`src/hdl/pf_enc_pkg.sv`:
```
// Shared types, codes and helper functions for the Playfair encipher block.
`timescale 1ns / 1ps

package pf_enc_pkg;

  // Input action codes
  localparam logic [1:0] ACT_KEY    = 2'd0;
  localparam logic [1:0] ACT_FINISH = 2'd1;
  localparam logic [1:0] ACT_TEXT   = 2'd2;
  localparam logic [1:0] ACT_FLUSH  = 2'd3;

  // Square geometry
  localparam int SIDE    = 5;
  localparam int CELLS   = 25;
  localparam int LETTERS = 26;

  typedef logic [4:0] letter_t;  // letter index, A = 0
  typedef logic [2:0] coord_t;   // row or column, 0..4

  localparam letter_t IDX_I    = 5'd8;
  localparam letter_t IDX_J    = 5'd9;
  localparam letter_t IDX_X    = 5'd23;
  localparam letter_t IDX_LAST = 5'(LETTERS - 1);

  localparam logic [6:0] ASCII_A = 7'd65;

  typedef struct packed {
    logic    valid;
    letter_t idx;
  } letter_dec_t;

  // Map a raw byte to a letter index, either case
  function automatic letter_dec_t decode_letter(logic [7:0] b);
    letter_dec_t r;
    r.valid = 1'b0;
    r.idx   = '0;
    if (b >= 8'd65 && b <= 8'd90) begin
      r.valid = 1'b1;
      r.idx   = 5'(b - 8'd65);
    end else if (b >= 8'd97 && b <= 8'd122) begin
      r.valid = 1'b1;
      r.idx   = 5'(b - 8'd97);
    end
    return r;
  endfunction

  // Step a row or column by one, wrapping around the square
  function automatic coord_t inc_mod_side(coord_t v);
    return (v == 3'(SIDE - 1)) ? 3'd0 : 3'(v + 3'd1);
  endfunction

  // Cell address row * 5 + column
  function automatic letter_t cell_addr(coord_t r, coord_t c);
    return 5'({r, 2'b00}) + 5'({2'b00, r}) + 5'({2'b00, c});
  endfunction

endpackage

```
`src/hdl/pf_enc_in_if.sv`:
```
// Input channel: action code and raw byte with valid/ready handshake.
`timescale 1ns / 1ps

interface pf_enc_in_if;
  logic       valid;
  logic       ready;
  logic [1:0] action;
  logic [7:0] byte_in;

  modport source (output valid, output action, output byte_in, input ready);
  modport sink   (input valid, input action, input byte_in, output ready);
endinterface

```
`src/hdl/pf_enc_out_if.sv`:
```
// Output channel: one cipher letter per transfer with valid/ready handshake.
`timescale 1ns / 1ps

interface pf_enc_out_if;
  logic       valid;
  logic       ready;
  logic [6:0] cipher_letter;
  logic       pair_last;

  modport source (output valid, output cipher_letter, output pair_last, input ready);
  modport sink   (input valid, input cipher_letter, input pair_last, output ready);
endinterface

```
`src/hdl/playfair_encipher.sv`:
```
// A text or flush item ending a pair: place read, cell read, then its first letter is shown.
// A pair goes through accept, cell read and two letter transfers; the output can stall them.
// Key bytes are placed as accepted; finish sweeps all 26 letters through the write port.
// One item is in work at a time; the square and position memories have one write port.
// Reset clears control, fill count, used flags and the held letter; memories are not cleared.
// Position entries are written as letters are placed, so no clearing pass is needed.
`timescale 1ns / 1ps

module playfair_encipher
  import pf_enc_pkg::*;
(
  input  logic          clk_i,
  input  logic          rst_ni,
  pf_enc_in_if.sink     in_i,
  pf_enc_out_if.source  out_o
);

  // Sequencer states
  localparam logic [2:0] ST_IDLE = 3'd0;
  localparam logic [2:0] ST_FILL = 3'd1;
  localparam logic [2:0] ST_CELL = 3'd2;
  localparam logic [2:0] ST_OUT0 = 3'd3;
  localparam logic [2:0] ST_OUT1 = 3'd4;

  logic [2:0]         state_q, state_d;
  letter_t            sweep_q, sweep_d;
  letter_t            fill_q;
  coord_t             fill_row_q, fill_col_q;
  logic [LETTERS-1:0] used_q;
  letter_t            held_q, held_d;
  logic               held_valid_q, held_valid_d;

  // Memories: square cells and the {row, column} place of each letter
  letter_t            sq_mem  [CELLS];
  logic [5:0]         pos_mem [LETTERS];
  logic [5:0]         pos_rd0_q, pos_rd1_q;
  letter_t            sq_rd0_q, sq_rd1_q;

  logic               in_xfer, out_xfer;
  letter_dec_t        dec;
  letter_t            key_letter;
  letter_t            cand;
  logic               cand_ok, place_en;
  logic               pair_go;
  letter_t            pair_a, pair_b, pos_addr0, pos_addr1;
  coord_t             r1, c1, r2, c2;
  letter_t            sq_addr0, sq_addr1;

  assign in_xfer    = in_i.valid && in_i.ready;
  assign out_xfer   = out_o.valid && out_o.ready;
  assign dec        = decode_letter(in_i.byte_in);
  assign key_letter = (dec.idx == IDX_J) ? IDX_I : dec.idx;

  // Control: letter placement, pairing and sequencing
  always_comb begin
    state_d      = state_q;
    sweep_d      = sweep_q;
    held_d       = held_q;
    held_valid_d = held_valid_q;
    cand         = sweep_q;
    cand_ok      = 1'b0;
    pair_go      = 1'b0;
    pair_a       = held_q;
    pair_b       = IDX_X;
    case (state_q)
      ST_IDLE: begin
        if (in_xfer) begin
          case (in_i.action)
            ACT_KEY: begin
              cand    = key_letter;
              cand_ok = dec.valid;
            end
            ACT_FINISH: begin
              sweep_d = '0;
              state_d = ST_FILL;
            end
            ACT_TEXT: begin
              if (dec.valid) begin
                if (!held_valid_q) begin
                  held_d       = dec.idx;
                  held_valid_d = 1'b1;
                end else if (dec.idx == held_q) begin
                  // doubled letter: pad with X, keep the new one held
                  pair_go = 1'b1;
                end else begin
                  pair_b       = dec.idx;
                  pair_go      = 1'b1;
                  held_valid_d = 1'b0;
                end
              end
            end
            ACT_FLUSH: begin
              if (held_valid_q) begin
                pair_go      = 1'b1;
                held_valid_d = 1'b0;
              end
            end
            default: ;
          endcase
          if (pair_go) begin
            state_d = ST_CELL;
          end
        end
      end
      ST_FILL: begin
        cand    = sweep_q;
        cand_ok = (sweep_q != IDX_J);
        sweep_d = 5'(sweep_q + 5'd1);
        if (sweep_q == IDX_LAST) begin
          state_d = ST_IDLE;
        end
      end
      ST_CELL: state_d = ST_OUT0;
      ST_OUT0: if (out_xfer) state_d = ST_OUT1;
      ST_OUT1: if (out_xfer) state_d = ST_IDLE;
      default: state_d = ST_IDLE;
    endcase
  end

  assign place_en  = cand_ok && (fill_q < 5'(CELLS)) && !used_q[cand];
  // J shares the place of I
  assign pos_addr0 = (pair_a == IDX_J) ? IDX_I : pair_a;
  assign pos_addr1 = (pair_b == IDX_J) ? IDX_I : pair_b;

  // Control registers
  always_ff @(posedge clk_i or negedge rst_ni) begin
    if (!rst_ni) begin
      state_q      <= ST_IDLE;
      sweep_q      <= '0;
      fill_q       <= '0;
      fill_row_q   <= '0;
      fill_col_q   <= '0;
      used_q       <= '0;
      held_q       <= '0;
      held_valid_q <= 1'b0;
    end else begin
      state_q      <= state_d;
      sweep_q      <= sweep_d;
      held_q       <= held_d;
      held_valid_q <= held_valid_d;
      if (place_en) begin
        used_q[cand] <= 1'b1;
        fill_q       <= 5'(fill_q + 5'd1);
        if (fill_col_q == 3'(SIDE - 1)) begin
          fill_col_q <= '0;
          fill_row_q <= 3'(fill_row_q + 3'd1);
        end else begin
          fill_col_q <= 3'(fill_col_q + 3'd1);
        end
      end
    end
  end

  // Place lookup for the pair, then cell addresses by rule
  always_comb begin
    r1 = pos_rd0_q[5:3];
    c1 = pos_rd0_q[2:0];
    r2 = pos_rd1_q[5:3];
    c2 = pos_rd1_q[2:0];
    if (r1 == r2) begin
      sq_addr0 = cell_addr(r1, inc_mod_side(c1));
      sq_addr1 = cell_addr(r1, inc_mod_side(c2));
    end else if (c1 == c2) begin
      sq_addr0 = cell_addr(inc_mod_side(r1), c1);
      sq_addr1 = cell_addr(inc_mod_side(r2), c1);
    end else begin
      sq_addr0 = cell_addr(r1, c2);
      sq_addr1 = cell_addr(r2, c1);
    end
  end

  // Memory writes and registered reads
  always_ff @(posedge clk_i) begin
    if (place_en) begin
      sq_mem[fill_q] <= cand;
      pos_mem[cand]  <= {fill_row_q, fill_col_q};
    end
    if (pair_go) begin
      pos_rd0_q <= pos_mem[pos_addr0];
      pos_rd1_q <= pos_mem[pos_addr1];
    end
    if (state_q == ST_CELL) begin
      sq_rd0_q <= sq_mem[sq_addr0];
      sq_rd1_q <= sq_mem[sq_addr1];
    end
  end

  // Ports
  assign in_i.ready          = (state_q == ST_IDLE);
  assign out_o.valid         = (state_q == ST_OUT0) || (state_q == ST_OUT1);
  assign out_o.pair_last     = (state_q == ST_OUT1);
  assign out_o.cipher_letter = ASCII_A
                             + {2'b00, (state_q == ST_OUT1) ? sq_rd1_q : sq_rd0_q};

`ifndef SYNTH
  a_fill_bound: assert property (@(posedge clk_i) disable iff (!rst_ni)
    fill_q <= 5'(CELLS))
    else $error("fill count beyond square size");

  a_fill_matches_used: assert property (@(posedge clk_i) disable iff (!rst_ni)
    $countones(used_q) == int'(fill_q))
    else $error("used flags disagree with fill count");

  a_fill_coord: assert property (@(posedge clk_i) disable iff (!rst_ni)
    fill_q == cell_addr(fill_row_q, fill_col_q))
    else $error("fill row/column out of step with fill count");

  a_sweep_fills: assert property (@(posedge clk_i) disable iff (!rst_ni)
    (state_q == ST_FILL && sweep_q == IDX_LAST) |=> fill_q == 5'(CELLS))
    else $error("finish sweep left the square short");

  a_cell_to_out: assert property (@(posedge clk_i) disable iff (!rst_ni)
    (state_q == ST_CELL) |=> (state_q == ST_OUT0 && out_o.pair_last == 1'b0))
    else $error("cell read not followed by first letter");
`endif

endmodule
```
`src/flat_wrapper.sv`:
```
// flat-port wrapper written by rule: the top's interface ports become plain ports
module playfair_encipher_flat import pf_enc_pkg::*;
  (clk_i, rst_ni, in_i_valid, in_i_action, in_i_byte_in, in_i_ready, out_o_valid, out_o_cipher_letter, out_o_pair_last, out_o_ready);
  pf_enc_in_if in_i_i ();
  pf_enc_out_if out_o_i ();
  input  logic clk_i;
  input  logic rst_ni;
  input wire logic [$bits(in_i_i.valid)-1:0] in_i_valid;
  input wire logic [$bits(in_i_i.action)-1:0] in_i_action;
  input wire logic [$bits(in_i_i.byte_in)-1:0] in_i_byte_in;
  output wire logic [$bits(in_i_i.ready)-1:0] in_i_ready;
  output wire logic [$bits(out_o_i.valid)-1:0] out_o_valid;
  output wire logic [$bits(out_o_i.cipher_letter)-1:0] out_o_cipher_letter;
  output wire logic [$bits(out_o_i.pair_last)-1:0] out_o_pair_last;
  input wire logic [$bits(out_o_i.ready)-1:0] out_o_ready;
  assign in_i_i.valid = in_i_valid;
  assign in_i_i.action = in_i_action;
  assign in_i_i.byte_in = in_i_byte_in;
  assign in_i_ready = in_i_i.ready;
  assign out_o_valid = out_o_i.valid;
  assign out_o_cipher_letter = out_o_i.cipher_letter;
  assign out_o_pair_last = out_o_i.pair_last;
  assign out_o_i.ready = out_o_ready;
  playfair_encipher u_core (.clk_i(clk_i), .rst_ni(rst_ni), .in_i(in_i_i), .out_o(out_o_i));
endmodule
```
`config.mk`:
```
export PLATFORM = sky130hd
export DESIGN_NAME = playfair_encipher_flat
export DESIGN_NICKNAME = d
export VERILOG_FILES = /design/src/hdl/pf_enc_pkg.sv /design/src/hdl/pf_enc_in_if.sv /design/src/hdl/pf_enc_out_if.sv /design/src/hdl/playfair_encipher.sv /design/src/flat_wrapper.sv
export SDC_FILE = /design/constraint.sdc
export NUM_CORES = 1
export LEC_CHECK = 0
export BUFFER_PORTS_ARGS = -buffer_cell sky130_fd_sc_hd__buf_2
export CORE_ASPECT_RATIO = 1.4
export CORE_MARGIN = 2
export CORE_UTILIZATION = 57
export CTS_CLUSTER_DIAMETER = 60
export DETAILED_ROUTE_END_ITERATION = 12
export GPL_ROUTABILITY_DRIVEN = 0
export PLACE_DENSITY = 0.73
export SETUP_SLACK_MARGIN = 0.5
export SYNTH_ARGS = -nofsm -noshare
export SYNTH_HDL_FRONTEND = slang
export SYNTH_SLANG_ARGS = --single-unit
```
`constraint.sdc`:
```
create_clock -name clk_i -period 7.3 [get_ports clk_i]
set_input_delay 0.73 -clock clk_i [delete_from_list [all_inputs] [get_ports clk_i]]
set_output_delay 0.73 -clock clk_i [all_outputs]
set_load 0.01 [all_outputs]
```
Word level (Yosys, flattened, before mapping)
Memories as Yosys holds them, arrays and structs flattened. A register that Yosys moved wholly into a read port is not among the register bits.
Index checks and enable logic that the tools add are counted.
{ "op_classes": {"n_addsub": 21, "multipliers": 0, "div_mod_pow": 0, "order_cmp": 7, "n_eq_ne": 27, "shifts": 0, "muxes": 54, "n_bitwise": 2, "n_reduce_logical": 18} }
{ "op_table": {"columns": ["cell", "count"], "rows": [
  ["$mux W5", 19],
  ["$add A5 B3 Y5", 10],
  ["$mux W3", 11],
  ["$or A26 B26 Y26", 1],
  ["$add A3 B1 Y3 const B", 6],
  ["$eq A3 B3 Y1 const B", 6],
  ["$ge A8 B7 Y1 const B", 2],
  ["$le A8 B7 Y1 const B", 2],
  ["$eq A5 B4 Y1 const B", 3],
  ["$mux W1", 15],
  ["$pmux W3 S5", 1],
  ["$mux W6", 2],
  ["$add A5 B1 Y5 const B", 2],
  ["$pmux W5 S2", 1],
  ["$reduce_and A5 Y1", 2],
  ["$sub A5 B1 Y5 const B", 2],
  ["$ne A2 B1 Y1 const B", 4],
  ["$add A7 B5 Y7 const A", 1],
  ["$logic_and A1 B1 Y1", 7],
  ["$eq A3 B2 Y1 const B", 2],
  ["$eq A3 B3 Y1", 2],
  ["$lt A5 B6 Y1 const B", 1],
  ["$pmux W1 S2", 3],
  ["$bmux W1 S5", 1],
  ["other kinds (20)", 23]
]} }
{ "word_totals": {"ff_bits": 51, "latchBits": 0, "ramBits": 281, "mem_bits_ro": 0, "input_bits": 14, "output_inout_bits": 10, "elab_cells": 139, "n_memories": 2} }
{ "mem_list": {"columns": ["name", "depth", "width", "read_ports", "rd_clocked_by_memory_dff", "wr", "line_no", "text"], "rows": [
  ["u_core.pos_mem", 26, 6, 2, 2, 1, "playfair_encipher.sv:35", "logic [5:0] pos_mem [LETTERS];"],
  ["u_core.sq_mem", 25, 5, 2, 2, 1, "playfair_encipher.sv:34", "letter_t sq_mem [CELLS];"]
]} }

Longest topological paths before layout
{ "depth": {"word_depth": 15, "mapped_depth": 17} }

Least setup slack after synthesis
Ideal clock, no wire load.
{ "synth_timing": {"path_kind": "input-to-reg", "startpoint": "in in_i_byte_in[0]", "endpoint": "mem u_core.pos_mem[7][0], enable pin", "setup_time_ps": 350, "arrival_time_ps": 4750, "setup_slack_ps": 2200, "cell_stages": 14, "path_buffers": 3, "cell_sequence": "buf_2 > inv_1 > ha_1 > nor3b_2 > a211o_2 > o41ai_2 > nor2b_1 > nand2_1 > o31ai_1 > or4b_1 > buf_2 > buf_6 > or3_4 > nor2_1"} }
{ "synth_via": {"elab_chain_len": 15, "word_cells_on_any_way": 25} }
{ "synth_lines": {"columns": ["item", "line_no", "text"], "rows": [
  ["start: declaration", "flat_wrapper.sv:10", "input wire logic [$bits(in_i_i.byte_in)-1:0] in_i_byte_in;"],
  ["$ge A8 B7 Y1 / $le A8 B7 Y1 (equally long branches)", "pf_enc_pkg.sv:40", "end else if (b >= 8'd97 && b <= 8'd122) begin"],
  ["$logic_and A1 B1 Y1", "pf_enc_pkg.sv:40", null],
  ["$mux W6", "pf_enc_pkg.sv:40", null],
  ["$mux W6 *", "pf_enc_pkg.sv:37", "if (b >= 8'd65 && b <= 8'd90) begin"],
  ["$eq A5 B4 Y1", "playfair_encipher.sv:52", "assign key_letter = (dec.idx == IDX_J) ? IDX_I : dec.idx;"],
  ["$mux W5 *", "playfair_encipher.sv:52", null],
  ["$mux W5 *", "playfair_encipher.sv:68", "case (in_i.action)"],
  ["$mux W5 *", "playfair_encipher.sv:67", "if (in_xfer) begin"],
  ["$mux W5 *", "playfair_encipher.sv:65", "case (state_q)"],
  ["named net u_core.cand[2]", "playfair_encipher.sv:42", "letter_t cand;"],
  ["$bmux W1 S5", "playfair_encipher.sv:120", "assign place_en = cand_ok && (fill_q < 5'(CELLS)) && !used_q[cand];"],
  ["$mux W1 (not written as such)", "playfair_encipher.sv:120", null],
  ["$logic_not A1 Y1", "playfair_encipher.sv:120", null],
  ["$logic_and A1 B1 Y1", "playfair_encipher.sv:120", null],
  ["$mux W1", "playfair_encipher.sv:174", "if (place_en) begin"],
  ["$mux W1 (not written as such)", "playfair_encipher.sv:176", "pos_mem[cand] <= {fill_row_q, fill_col_q};"],
  ["end: declaration", "playfair_encipher.sv:35", null]
]} }
Mark *: on every way through the listed nets, which the timed path passes. The rest lies on a longest branch. The select of a mux whose other input is x is not followed.

Final worst setup path
{ "layout_timing": {"startpoint": "in in_i_byte_in[0]", "endpoint": "mem u_core.pos_mem[0][3], enable pin"} }
The elaborated chain is that of the path after synthesis.

==> impl_metrics.yaml <==
clocking:
  post_cts_resized: 0
  cts-root-buf: "clkbuf_16"
  htreeDepth: 2
  hold_buffers: 0
  clk_latency_ns: 0.54
  clock-sinks: 354
  cts_tree: "done"
  clkTransAtPathRegs_ns: 0.06
  post_cts_buffers: 0
  clock_path_buffers: 3
  cts_inserted_buffers: 37
cells_and_area:
  final_common_cell: "edfxtp_1"
  seqCellArea_sq_mm: 0.0104
  n_fill_cell: 2453
  syn2layout_area_growth_pct: 9.90
  fin_nets: 1669
  multiInputGateArea_sq_mm: 0.00807
  insertedDiodeCount: 0
  most-common-layout-cells: "303 x edfxtp_1, 190 x nand2_1, 121 x mux2i_1"
  fin_area_sq_mm: 0.0208
  drive_gt1_share_pct: 14.9
route:
  wl_per_cell_microns: 26.3
  ant_nets: 0
  routed_wl_microns: 54400
  vias_per_cell: 6.69
  num_vias: 13827
  drc: 0
  dr.pass1.iters: 5
  drt-initial-drc-count: 1423
sta:
  final.period_utilization_pct: 83.9
  tns_ns: 0
  clock_skew_ns: 0.0148
  maxSlewHeadroom_pct: 23.4
  setup_violations: 0
  rsz0062_at_grt: "false"
  hold_ws_ns: 0.353
  worst_slew_pin_slew_ns: 1.15
  hold_violations: 0
  drv_slew: 0
  max_freq_ghz: 0.163
  layout_min_cycle_time_ns: 6.12
global_route:
  grt_pass1_wl_microns: 81300
  grt_pass1_vias: 13777
  antenna_found_initial: 1
  overflow: 0
  grt_max_degree: 52
  grt_use_total_pct: 31.9
floorplan:
  start_util_pct: 58.2
  chipHeight_microns: 220
  die_w_microns: 158
  io_pins: 24
  dieArea_sq_mm: 0.0347
  core_sq_mm: 0.0325
  row_count: 78
status:
  outcome: "complete, no violations"
synthesis:
  async_reset_ff_share_pct: 14.4
  yosysWarningCount: 0
  synth-main-ff-cell: "edfxtp_1"
  ys_types: 82
  syn-cell-area_sq_mm: 0.0189
  synth_nets: 1667
  syn_inst: 1597
  synth_edf_count: 303
  synth_seq_area_share_pct: 54.9
  avgSynthCellArea_sq_um: 11.8
  ys_seq_elements: 354
setup_path:
  cpMostUsedCell: "mux2i_1"
  critPathRequiredTime_ns: 7.46
  path_class: "in2reg"
  worst_ep_arrival_time_ns: 6.29
  crit_path_start_kind: "input port"
  end_kind: "register"
  path_cells: "buf_2 -> inv_1 -> ha_2 -> nor3b_2 -> a211o_2 -> or2_4 -> o31a_2 -> inv_2 -> mux2i_1 -> mux2i_1 -> a22oi_1 -> or4b_1 -> buf_4 -> or3_1 -> nor2_1"
  path_max_fanout: 34
  crit_path_top_delay_cell: "or4b_1"
  max_stage_delay_ns: 0.72
power_and_ir_drop:
  swShare_pct: 34.5
  clkPwrFrac_pct: 28.3
  p_per_area_mw_per_mm2: 332
  ir_drop_mv: 0.260
  switchingPower_w: 0.00238
  power_frac_seq_pct: 43.0
  pwr-share-comb_pct: 28.8
  p_int_w: 0.00451
  p_leak_nw: 7.57
place:
  io_buffers: 22
  hpwl_microns: 37800
  place_area_sq_mm: 0.0195
job:
  maxCapViolCount: 0
worst_hold_path:
  hp-class: "in2async"
==> area by class of cell <==
type                            count  share of cell area [%]
Tap cell                          440                    2.65
Inverter                           32                   0.626
Multi-Input combinational cell   1115                    38.8
Sequential cell                   354                    49.9
Timing Repair Buffer               59                    1.87
Clock buffer                       54                    5.16
Clock inverter                     14                   0.921
==> critical path: cells and delay by family <==
| kind | cells | cell delay (ns) |
|---|---|---|
| AND/OR/NAND/NOR | 5 | 2.12 |
| buffers and inverters | 4 | 1.70 |
| AO/OA/AOI/OAI | 3 | 1.03 |
| multiplexers | 2 | 0.39 |
| adder cells (fa/ha/maj) | 1 | 0.30 |
==> stage by stage <==
stage	instances	setup slack (ns)	util [%]	total power, W
final	2068	1.18	63.9	0.00689
after global routing	2068	0.961	63.9	0.00713
after CTS	2068	1.28	63.9	0.00685
after detailed placement	2000	0.744	60.1	0.00491
after global placement	2000	0.943	60.1	0.00487
after floorplan	1597	2.20	-	0.00416
==> metal layers <==
layer  vias up  track usage [%]  part of all wire (%)
met1      6802             35.1                    34
met4         2             21.7                   8.0
met2       749             56.1                    51
met5         -                0                 0.018
met3       239             5.43                   7.6
li1       6035                -                     -
==> registers in the layout, indices dropped and copies added, names as in the netlist <==
signal               flops
u_core.held_q            5
u_core.sq_rd0_q          5
u_core.fill_q            5
u_core.pos_rd1_q         6
u_core.sq_mem          125
u_core.fill_row_q        3
u_core.state_q           3
u_core.pos_rd0_q         6
u_core.sq_rd1_q          5
u_core.used_q           26
u_core.held_valid_q      1
u_core.pos_mem         156
u_core.sweep_q           5
u_core.fill_col_q        3
==> cells by family (layout without fill, tap and decap cells) <==
logic type      Yosys count  count (layout)  share of synthesized area [%]
other cells               1               1                         0.0198
mux                     206             206                           13.1
fa+ha+maj                56              56                           4.06
simple gates            500             500                           12.4
buf+inv                 128             159                           2.86
flops                   354             354                           54.9
compound gates          321             321                           11.2
xor+xnor                 31              31                           1.51
==> synth_stat cells (9+ instances only) <==
cell type  instances  area [sq um]
o211ai_1          32           240
a31oi_1           18           113
mux2i_1          121          1210
and3_1            10          62.6
o22ai_1           11          68.8
inv_1             27           101
nand4_1           11          68.8
or2_1             24           150
nor2_1           100           375
xnor2_1           19           166
clkbuf_1          73           274
a21oi_1           69           345
edfxtp_1         303          9100
nand2_1          190           713
xor2_1            11          96.3
ha_1              47           588
or3_1             12          75.1
a21o_1            10          75.1
nor3_1            33           165
o22a_1            13           114
nand3_1           70           350
fa_1               9           180
mux4_2            27           608
dfrtp_1           51          1280
mux2_2            57           642
buf_1             10          37.5
or2_2              9          56.3
o21ai_0           92           460
==> path summary, 6_finish.rpt <==
path	startpoint	to	slack, ns	cells past startpoint
max	in_i_byte_in[0]	u_core.pos_mem[0][3]	1.18	15
min	rst_ni	u_core.used_q[10]	0.35	2
max reg2reg	u_core.state_q[0]	u_core.pos_mem[0][3]	1.83	11
min reg2reg	u_core.used_q[20]	u_core.used_q[20]	0.48	1
max in group asynchronous	rst_ni	u_core.held_q[0]	6.35	2
min in group clk_i	out_o_ready	u_core.state_q[2]	0.41	2
==> power by group through the flow <==
stage	sequential, W	clock [W]	combinational [W]
after floorplan	0.00285	0	0.00131
after global placement	0.00298	0	0.00189
after detailed placement	0.00298	0	0.00193
after CTS	0.00295	0.00196	0.00194
after global routing	0.00298	0.00205	0.00211
final	0.00296	0.00195	0.00198
(Power assumes the default switching activity.)
